==> src/gpf_pkg.sv <==
// gpf_pkg: types and fixed constants for the grid local peak finder
// used by grid_local_peak_finder_core; depends on nothing else
package gpf_pkg;

  localparam int CFG_INDEX_BITS = 2;
  localparam int CFG_DATA_BITS  = 6;
  localparam int PEAK_BITS      = 5;
  localparam int OUT_DATA_BITS  = 16;

  localparam logic [CFG_INDEX_BITS-1:0] REG_ROW_COUNT    = 2'd0;
  localparam logic [CFG_INDEX_BITS-1:0] REG_COLUMN_COUNT = 2'd1;

  typedef enum logic [2:0] {
    ST_IDLE,
    ST_DECIDE,
    ST_ABOVE,
    ST_FLUSH_RD,
    ST_FLUSH
  } gpf_state_t;

endpackage

==> src/grid_local_peak_finder_core.sv <==
// grid_local_peak_finder_core: four-neighbor local maximum detection on a raster frame
// line memory holds the two most recent rows per column, flag memory the last-row peaks
// depends on gpf_pkg
//
//  channel  | dir | handshake          | payload
//  s_       | in  | s_tvalid/s_tready  | s_tdata: sample
//  m_       | out | m_tvalid/m_tready  | m_tdata: peak_row, peak_column; m_tlast: last_of_run
//  cfg_     | in  | cfg_valid/cfg_ready| cfg_index, cfg_data
//
// a sample is accepted with the line memory read, then decided and written back
// a peak of the row above adds the ABOVE state; the frame-end flush walks the flag memory
// column by column, a read then a flush state each, up to the last flagged column
// output register waits on m_tready; sample intake resumes once the beat is loaded
// synchronous reset; a row or column count write restarts the frame
module grid_local_peak_finder_core
  import gpf_pkg::*;
#(
  parameter int MAX_COLUMNS = 32,
  parameter int MAX_ROWS    = 32,
  parameter int SAMPLE_BITS = 16
) (
  input  logic                               clk,
  input  logic                               rst,
  input  logic                               s_tvalid,
  output logic                               s_tready,
  input  logic [((SAMPLE_BITS+7)/8)*8-1:0]   s_tdata,   // sample
  output logic                               m_tvalid,
  input  logic                               m_tready,
  output logic [OUT_DATA_BITS-1:0]           m_tdata,   // peak_row, peak_column
  output logic                               m_tlast,
  input  logic                               cfg_valid,
  output logic                               cfg_ready,
  input  logic [CFG_INDEX_BITS-1:0]          cfg_index,
  input  logic [CFG_DATA_BITS-1:0]           cfg_data
);

  localparam int COL_BITS = $clog2(MAX_COLUMNS);
  localparam int ROW_BITS = $clog2(MAX_ROWS);
  localparam int CCW      = $clog2(MAX_COLUMNS + 1);
  localparam int RCW      = $clog2(MAX_ROWS + 1);
  localparam int ROW_RST  = (MAX_ROWS < 32) ? MAX_ROWS : 32;
  localparam int COL_RST  = (MAX_COLUMNS < 32) ? MAX_COLUMNS : 32;

  gpf_state_t state, state_next;

  logic [RCW-1:0]      row_count;
  logic [CCW-1:0]      column_count;
  logic [ROW_BITS-1:0] row_position;
  logic [COL_BITS-1:0] column_position;

  logic [ROW_BITS-1:0]           item_r;
  logic [COL_BITS-1:0]           item_c;
  logic signed [SAMPLE_BITS-1:0] sample_q;

  logic signed [SAMPLE_BITS-1:0] prev_left, prev_mid, up_mid, cur_l1, cur_l2;

  logic [2*SAMPLE_BITS-1:0] line_mem [MAX_COLUMNS];
  logic [2*SAMPLE_BITS-1:0] line_rdata;
  logic                     flag_mem [MAX_COLUMNS];
  logic                     flag_rdata;

  logic                run_any;
  logic [COL_BITS-1:0] run_last;
  logic                above_last, flush_go, final_flag;
  logic [COL_BITS-1:0] flush_last, flush_k;

  logic                out_valid, out_last;
  logic [PEAK_BITS-1:0] out_row, out_col;

  logic in_acc, cfg_acc, can_load;
  logic [COL_BITS-1:0] look_addr;
  logic pos_has_right;

  logic signed [SAMPLE_BITS-1:0] rd_newer, rd_older;
  logic r_ge1, r_ge2, c_ge1, c_ge2, has_right, last_row;
  logic up_ok, left_ok, end_ok, left_set, fin_set, any_mid, fin_any, flush_now;
  logic [COL_BITS-1:0] last_mid, fin_last;
  logic cur_flag, flush_done, load_above, load_flush;
  logic [RCW-1:0] cfg_rows;
  logic [CCW-1:0] cfg_cols;

  assign in_acc   = s_tvalid && s_tready;
  assign cfg_acc  = cfg_valid && cfg_ready;
  assign can_load = !out_valid || m_tready;

  // lookahead read address for the next column
  assign pos_has_right = (CCW'(column_position) + CCW'(1)) < column_count;
  assign look_addr     = pos_has_right ? (column_position + COL_BITS'(1)) : '0;

  assign rd_newer = line_rdata[SAMPLE_BITS-1:0];
  assign rd_older = line_rdata[2*SAMPLE_BITS-1:SAMPLE_BITS];

  always_comb begin
    r_ge1     = item_r != '0;
    r_ge2     = item_r > ROW_BITS'(1);
    c_ge1     = item_c != '0;
    c_ge2     = item_c > COL_BITS'(1);
    has_right = (CCW'(item_c) + CCW'(1)) < column_count;
    last_row  = (RCW'(item_r) + RCW'(1)) == row_count;

    up_ok = r_ge1 && (prev_mid >= sample_q)
         && (!r_ge2 || prev_mid >= up_mid)
         && (!c_ge1 || prev_mid >= prev_left)
         && (!has_right || prev_mid >= rd_newer);
    left_ok = (cur_l1 >= sample_q)
           && (!c_ge2 || cur_l1 >= cur_l2)
           && (!r_ge1 || cur_l1 >= prev_left);
    end_ok = (!c_ge1 || sample_q >= cur_l1)
          && (!r_ge1 || sample_q >= prev_mid);

    left_set  = last_row && c_ge1 && left_ok;
    any_mid   = run_any || left_set;
    last_mid  = left_set ? (item_c - COL_BITS'(1)) : run_last;
    fin_set   = last_row && !has_right && end_ok;
    fin_any   = any_mid || fin_set;
    fin_last  = fin_set ? item_c : last_mid;
    flush_now = last_row && !has_right && fin_any;
  end

  assign cur_flag   = ((CCW'(flush_k) + CCW'(1)) == column_count) ? final_flag : flag_rdata;
  assign flush_done = flush_k == flush_last;

  // register write clamping
  always_comb begin
    if (cfg_data == '0) begin
      cfg_rows = RCW'(1);
      cfg_cols = CCW'(1);
    end else begin
      cfg_rows = (32'(cfg_data) > MAX_ROWS) ? RCW'(MAX_ROWS) : RCW'(cfg_data);
      cfg_cols = (32'(cfg_data) > MAX_COLUMNS) ? CCW'(MAX_COLUMNS) : CCW'(cfg_data);
    end
  end

  // next state
  always_comb begin
    state_next = state;
    unique case (state)
      ST_IDLE:     if (in_acc) state_next = ST_DECIDE;
      ST_DECIDE: begin
        if (up_ok) state_next = ST_ABOVE;
        else if (flush_now) state_next = ST_FLUSH_RD;
        else state_next = ST_IDLE;
      end
      ST_ABOVE:    if (can_load) state_next = flush_go ? ST_FLUSH_RD : ST_IDLE;
      ST_FLUSH_RD: state_next = ST_FLUSH;
      ST_FLUSH: begin
        if (!cur_flag || can_load) state_next = flush_done ? ST_IDLE : ST_FLUSH_RD;
      end
      default:     state_next = ST_IDLE;
    endcase
  end

  // outputs of the state machine
  always_comb begin
    s_tready   = 1'b0;
    load_above = 1'b0;
    load_flush = 1'b0;
    unique case (state)
      ST_IDLE:     s_tready = 1'b1;
      ST_DECIDE:   ;
      ST_ABOVE:    load_above = can_load;
      ST_FLUSH_RD: ;
      ST_FLUSH:    load_flush = cur_flag && can_load;
      default:     ;
    endcase
  end

  assign cfg_ready = 1'b1;
  assign m_tvalid  = out_valid;
  assign m_tlast   = out_last;
  assign m_tdata   = OUT_DATA_BITS'({out_col, out_row});

  // line memory: read at accept, write back on decide
  always_ff @(posedge clk) begin
    if (in_acc) line_rdata <= line_mem[look_addr];
    if (state == ST_DECIDE) line_mem[item_c] <= {prev_mid, sample_q};
  end

  // last-row flag memory
  always_ff @(posedge clk) begin
    if (state == ST_DECIDE && last_row && c_ge1) flag_mem[item_c - COL_BITS'(1)] <= left_ok;
    if (state == ST_FLUSH_RD) flag_rdata <= flag_mem[flush_k];
  end

  // payload registers
  always_ff @(posedge clk) begin
    if (in_acc) begin
      item_r   <= row_position;
      item_c   <= column_position;
      sample_q <= $signed(s_tdata[SAMPLE_BITS-1:0]);
    end
    if (state == ST_DECIDE) begin
      above_last <= !flush_now;
      flush_go   <= flush_now;
      flush_last <= fin_last;
      final_flag <= fin_set;
      run_last   <= last_mid;
      cur_l2     <= cur_l1;
      cur_l1     <= sample_q;
      if (has_right) begin
        prev_left <= prev_mid;
        prev_mid  <= rd_newer;
        up_mid    <= rd_older;
      end else if (column_count == CCW'(1)) begin
        prev_mid <= sample_q;
        up_mid   <= prev_mid;
      end else begin
        prev_mid <= rd_newer;
        up_mid   <= rd_older;
      end
    end
    if (load_above) begin
      out_row  <= PEAK_BITS'(item_r - ROW_BITS'(1));
      out_col  <= PEAK_BITS'(item_c);
      out_last <= above_last;
    end else if (load_flush) begin
      out_row  <= PEAK_BITS'(item_r);
      out_col  <= PEAK_BITS'(flush_k);
      out_last <= flush_done;
    end
  end

  // control registers
  always_ff @(posedge clk) begin
    if (rst) begin
      state           <= ST_IDLE;
      row_count       <= RCW'(ROW_RST);
      column_count    <= CCW'(COL_RST);
      row_position    <= '0;
      column_position <= '0;
      run_any         <= 1'b0;
      flush_k         <= '0;
      out_valid       <= 1'b0;
    end else begin
      state <= state_next;
      if (load_above || load_flush) out_valid <= 1'b1;
      else if (m_tready) out_valid <= 1'b0;

      if (state == ST_DECIDE) begin
        flush_k   <= '0;
        run_any   <= (last_row && !has_right) ? 1'b0 : any_mid;
      end
      if (state == ST_FLUSH && (!cur_flag || can_load) && !flush_done) begin
        flush_k <= flush_k + COL_BITS'(1);
      end

      if (cfg_acc) begin
        if (cfg_index == REG_ROW_COUNT) begin
          row_count       <= cfg_rows;
          row_position    <= '0;
          column_position <= '0;
          run_any         <= 1'b0;
        end else if (cfg_index == REG_COLUMN_COUNT) begin
          column_count    <= cfg_cols;
          row_position    <= '0;
          column_position <= '0;
          run_any         <= 1'b0;
        end
      end else if (in_acc) begin
        if (pos_has_right) begin
          column_position <= column_position + COL_BITS'(1);
        end else begin
          column_position <= '0;
          if ((RCW'(row_position) + RCW'(1)) < row_count) begin
            row_position <= row_position + ROW_BITS'(1);
          end else begin
            row_position <= '0;
          end
        end
      end
    end
  end

endmodule
==> config.mk <==
export PLATFORM = sky130hd
export DESIGN_NAME = grid_local_peak_finder_core
export DESIGN_NICKNAME = d
export VERILOG_FILES = /design/src/gpf_pkg.sv /design/src/grid_local_peak_finder_core.sv
export SDC_FILE = /design/constraint.sdc
export NUM_CORES = 2
export LEC_CHECK = 0
export ABC_CLOCK_PERIOD_IN_PS = 7600
export BUFFER_PORTS_ARGS = -buffer_cell sky130_fd_sc_hd__buf_2
export CORE_ASPECT_RATIO = 1.75
export CORE_MARGIN = 1.5
export CORE_UTILIZATION = 60
export DETAILED_ROUTE_END_ITERATION = 7
export HOLD_SLACK_MARGIN = 0.02
export PLACE_DENSITY = 0.83
export SLEW_MARGIN = 20
export SYNTH_ARGS = -nofsm -noshare
export SYNTH_HDL_FRONTEND = slang
export SYNTH_SLANG_ARGS = --single-unit
==> constraint.sdc <==
create_clock -name clk -period 7.6 [get_ports clk]
set_input_delay 1.52 -clock clk [delete_from_list [all_inputs] [get_ports clk]]
set_output_delay 1.52 -clock clk [all_outputs]
set_load 0.02 [all_outputs]
After elaboration in Yosys (flattened, before gate mapping)
Memory sizes are Yosys's and may differ from the RTL's. A register that Yosys moved wholly into a read port is not among the register bits.
Index checks and enable logic that the tools add are counted.
Storage, ports and cells
  output and inout port bits: 20
  memories: 2
  bits in registers: 162
  memory bits (writable): 1056
  input port bits: 29
Operators by class
  bitwise logic cells: 1
  add/sub/neg operators: 10
  multiplexer cells: 48
  reductions and logical operators: 54
  eq/ne operators: 14
  order comparisons: 15
Memories
  line_mem: depth 32, width 32, rd ports 1, clocked after memory_dff 1, wr ports 1, RTL line grid_local_peak_finder_core.sv:57  | logic [2*SAMPLE_BITS-1:0] line_mem [MAX_COLUMNS];
  flag_mem: depth 32, width 1, rd ports 1, clocked after memory_dff 1, wr ports 1, RTL line grid_local_peak_finder_core.sv:59  | logic flag_mem [MAX_COLUMNS];
Operator list (number)
  16-bit >= comparator: 9
  5-bit 2-to-1 mux: 17
  16-bit 2-to-1 mux: 4
  5-bit by 1-bit adder with 6-bit output (second input constant): 5
  1-bit logical AND: 18
  6-bit less-than comparator: 3
  1-bit 2-to-1 mux: 17
  5-bit by 1-bit adder with 5-bit output (second input constant): 3
  3-bit one-hot mux with 5 select lines: 1
  6-bit equality test: 2
  1-bit logical OR: 12
  6-bit 2-to-1 mux: 2
  5-bit by 1-bit greater-than comparator with 1-bit output (second input constant): 2
  5-bit nonzero test: 2
  5-bit by 1-bit subtractor with 5-bit output (second input constant): 2
  1-bit zero test: 9
  3-bit 2-to-1 mux: 3
  3-bit AND reduction: 3
  2-bit 2-to-1 mux: 4
  2-bit nonzero test: 4
  3-bit by 2-bit equality test with 1-bit output (second input constant): 2
  6-bit by 1-bit equality test with 1-bit output (second input constant): 1
  6-bit greater-than comparator (second input constant): 1
  6-bit zero test: 1
  11 further kinds: 15

Logic depth before layout (Yosys ltp)
  depth after elaboration: 12
  mapped depth: 17
  mapped depth without buffers: 12

Worst setup path before layout
OpenSTA, ideal clock, no wires.
  path kind: register to register
  start point: register state[2]
  end point: memory line_mem[20][0] (netlist name) (enable)
  cell stages (with the launch flop): 6
  buffers on the path: 2
  setup slack: 1857 ps
  arrival: 5322 ps
  clock period less this slack: 5743 ps
  cell sequence: dfxtp_1 clkbuf_1 nor3b_1 clkbuf_1 nand2_1 nor2_1
On the way
  cells in the longest elaborated chain, start to end: 3
RTL lines
  start, declared: RTL line grid_local_peak_finder_core.sv:44  | gpf_state_t state, state_next;
  start signal, assigned: RTL line grid_local_peak_finder_core.sv:235  | state <= state_next;
  3-bit by 1-bit equality test with 1-bit output: RTL line grid_local_peak_finder_core.sv:176  | if (state == ST_DECIDE) line_mem[item_c] <= {prev_mid, sample_q};
  1-bit 2-to-1 mux: RTL line grid_local_peak_finder_core.sv:176
  1-bit 2-to-1 mux (implied by the code): RTL line grid_local_peak_finder_core.sv:176
  end, declared: RTL line grid_local_peak_finder_core.sv:57
No other way between the ends.

Final worst setup path
  start point: register column_position[0]
  end point: register line_rdata[22] (read register of line_mem) (data pin)
On the way
  cells in the longest elaborated chain, start to end: 3
RTL lines
  start, declared: RTL line grid_local_peak_finder_core.sv:49  | logic [COL_BITS-1:0] column_position;
  start signal, assigned: RTL line grid_local_peak_finder_core.sv:261  | column_position <= column_position + COL_BITS'(1);
  5-bit by 1-bit adder with 6-bit output: RTL line grid_local_peak_finder_core.sv:87  | assign pos_has_right = (CCW'(column_position) + CCW'(1)) < column_count;
  6-bit less-than comparator: RTL line grid_local_peak_finder_core.sv:87
  5-bit 2-to-1 mux *: RTL line grid_local_peak_finder_core.sv:88  | assign look_addr = pos_has_right ? (column_position + COL_BITS'(1)) : '0;
  end, declared: RTL line grid_local_peak_finder_core.sv:58  | logic [2*SAMPLE_BITS-1:0] line_rdata;
Mark *: on every way between the ends. The rest lies on a longest branch, timed or not.
A chain may end at the register's enable or synchronous reset.

==> flow_metrics.env <==
export IMPL_run_status="completed"
export IMPL_syn_to_final_growth_pct=10.5
export IMPL_netlist_cell_type_count=79
export IMPL_dpl_cell_count=4679
export IMPL_tightest_slew_ns=1.17
export IMPL_track_usage_pct=31.1
export IMPL_fin_util_pct=67.1
export IMPL_r2r_start="column_position[0]"
export IMPL_io_pins=49
export IMPL_gr_total_overflow=0
export IMPL_synth_cell_area_sq_um=52100
export IMPL_synth_flop_cell="edfxtp_1"
export IMPL_n_antenna_cell=0
export IMPL_drt_first_pass_iters=6
export IMPL_cp_depth=13
export IMPL_crit_type="reg2reg"
export IMPL_whs_ns=0.512
export IMPL_cts_setup_buffers=0
export IMPL_cts_buffers_inserted=105
export IMPL_rr_worst_depth=13
export IMPL_cp_end_kind="flop"
export IMPL_final_max_slew_viol_count=0
export IMPL_drt_iter0_drc=4354
export IMPL_synth_area_leaders="edfxtp_1 70%, mux2i_1 5.0%, nand2_1 3.6%"
export IMPL_dieArea_sq_um=88700
export IMPL_grt_max_degree=149
export IMPL_start_util_pct=60.7
export IMPL_postCtsHoldBufs=0
export IMPL_rsz0062_at_grt="false"
export IMPL_post_dp_hpwl_mm=80.3
export IMPL_crit_buf_inv=1
export IMPL_period_minus_slack_ns=5.60
export IMPL_clockBufferDepth=3
export IMPL_peakVddDrop_mv=0.187
export IMPL_cellPowerDensity_nw_per_um2=249
export IMPL_synth_edf_count=1219
export IMPL_cp_endpoint="line_rdata[22]"
export IMPL_r2r_end="line_rdata[22]"
export IMPL_dpl_cell_area_sq_um=54000
export IMPL_wl_mm=137
export IMPL_final_cells=4880
export IMPL_critPathMaxFanout=36
export IMPL_port_buffers=41
export IMPL_ys_seq_elements=1251
export IMPL_drc=0
export IMPL_cts_tree="built"
export IMPL_critPathLaunchType="flop"
export IMPL_worstPathArrival_ns=6.13
export IMPL_tns_ns=0
export IMPL_cts_root_buf="clkbuf_16"
export IMPL_htree_levels=3
export IMPL_ctsResizeCount=0
export IMPL_grt_pass1_wl_mm=200
export IMPL_clock_sinks=1251
export IMPL_rows=142
export IMPL_die_w_microns=226
export IMPL_synth_top_area_share_pct=70.2
export IMPL_ys_seq_area_share_pct=71.5
export IMPL_leakagePower_uw=0.0190
export IMPL_nNetsFinal=3806
export IMPL_clock_latency_ns=0.73
export IMPL_crit_family="simple AND/OR/NAND/NOR gates"
export IMPL_max_freq_mhz=179
export IMPL_clkTransAtPathRegs_ns=0.06
export IMPL_crit_chain="ha_1 > nand3_1 > xnor2_1 > ha_1 > a21o_1 > a21oi_1 > nand2_1 > nor2_4 > buf_4 > nand2_1 > a32oi_1 > a31oi_1 > a211oi_1"
export IMPL_r2r_slack_ns=2.00
export IMPL_setup_violations=0
export IMPL_required_ns=8.13
export IMPL_vias=32742
export IMPL_cap_violations=0
export IMPL_coreArea_sq_um=85800
export IMPL_worst_path_largest_cell_delay_ns=0.93
export IMPL_avgSynthCellArea_sq_um=14.5
export IMPL_die_y_microns=393
export IMPL_drive_above_1_share_pct=10.7
export IMPL_avgViaCountPerCell=6.71
export IMPL_period_share_pct=73.6
export IMPL_crit_start="column_position[0]"
export IMPL_hold_class="reg2reg"
export IMPL_wl_per_cell_microns=28.1
export IMPL_hold_depth=2
export IMPL_relSlewSlack_pct=22.0
export IMPL_synthCells=3590
export IMPL_ant_nets=0
export IMPL_hp_start="row_position[4]"
export IMPL_yosysTopAreaCell="edfxtp_1"
export IMPL_async_flop_share_pct=0
export IMPL_first_global_vias=32769
export IMPL_critPathSlowestCell="nor2_4"
export IMPL_hold_viol=0
export IMPL_finalInstanceArea_sq_um=57600
export IMPL_clock_skew_ns=0.0347
export IMPL_antenna_found_initial=0
export IMPL_gp_congestion=0.863
export IMPL_synth_warnings=0
==> logic make-up after synthesis <==
| kind of cell | after synthesis | share of synthesized area [%] |
|---|---|---|
| other | 2 | 0.0144 |
| XOR/XNOR | 33 | 0.569 |
| adder cells (fa/ha/maj) | 139 | 3.34 |
| AND/OR/NAND/NOR | 929 | 7.81 |
| multiplexers | 297 | 6.01 |
| buffers and inverters | 321 | 2.52 |
| flip-flops | 1251 | 71.5 |
| AO/OA/AOI/OAI | 618 | 8.27 |
==> report_power, final <==
part	internal [uW]	switching, uW	total, uW
registers	7720	63.5	7790
logic	319	750	1070
clock network	3020	2480	5500
==> final cells by class <==
type	count	area, sq um
flip-flops and latches	1251	37200
repair buffers	137	1070
inverters	120	452
clock buffers	137	2860
fillers	5433	28200
multi-input cells	2023	13900
well taps	1152	1440
clock inverters	60	609
==> per-stage QoR <==
stage	power (uW)	setup WS [ns]
6_report	14400	2.00
5_1_grt	14700	1.73
4_1_cts	14300	2.09
3_5_place_dp	8960	2.14
3_3_place_gp	8920	2.36
2_1_floorplan	8590	1.86
==> synthesized netlist by cell type (51+ instances only) <==
cell type  instances
mux2i_1          261
a32oi_1           91
inv_1            119
clkbuf_1         124
ha_1             139
nor3_1            55
nand3_1          130
o22ai_1           59
a31oi_1          100
edfxtp_1        1219
o21ai_0           59
nand2_1          503
a22oi_1           61
buf_2             51
nor2_1           134
a21oi_1           90
==> state kept, by name, indices dropped and copies added, names as in the netlist, 6 cells and up <==
register      flops
line_mem       1024
flag_mem         32
line_rdata       32
cur_l1           16
cur_l2           16
prev_left        16
prev_mid         16
sample_q         16
up_mid           16
column_count      6
row_count         6
==> worst min path at each step <==
stage / endpoint / slack [ns]
global placement: row_position[4] / 0.49
global route: item_r[4] / 0.52
floorplan: item_c[0] / 0.44
detailed placement: item_r[4] / 0.50
finish: row_position[4] / 0.51
CTS: row_position[4] / 0.51
==> cells in the final DEF, fill, tap and decap left out, drive strengths merged, types with 10 or more instances in the layout <==
cell,count
a211oi,39
a21o,19
a21oi,91
a221oi,10
a22oi,61
a31oi,100
a32oi,91
buf,137
bufinv,10
clkbuf,137
clkinv,41
dfxtp,32
edfxtp,1219
ha,139
inv,125
mux2,26
mux2i,261
mux4,10
nand2,504
nand3,131
nand4,26
nor2,136
nor2b,14
nor3,56
nor4,13
o21ai,63
o221ai,38
o22ai,59
xnor2,19
xor2,14
==> metal layers <==
metal	share of wire, %	wire length [microns]	track usage (%)	vias to the layer above
li1	-	-	-	13899
met1	31	43100	34.9	15947
met2	51	69600	53.5	2357
met3	11	15100	6.57	537
met4	6.7	9250	20.1	2
met5	0.020	28	0.340	-
==> worst min-delay path, delay by kind of cell, from the launching register on <==
family,cells,cell delay (ns)
AO/OA/AOI/OAI,1,0.05
flip-flops,1,0.34
AND/OR/NAND/NOR,1,0.07
No activity file was read; power rests on OpenSTA's default activity.
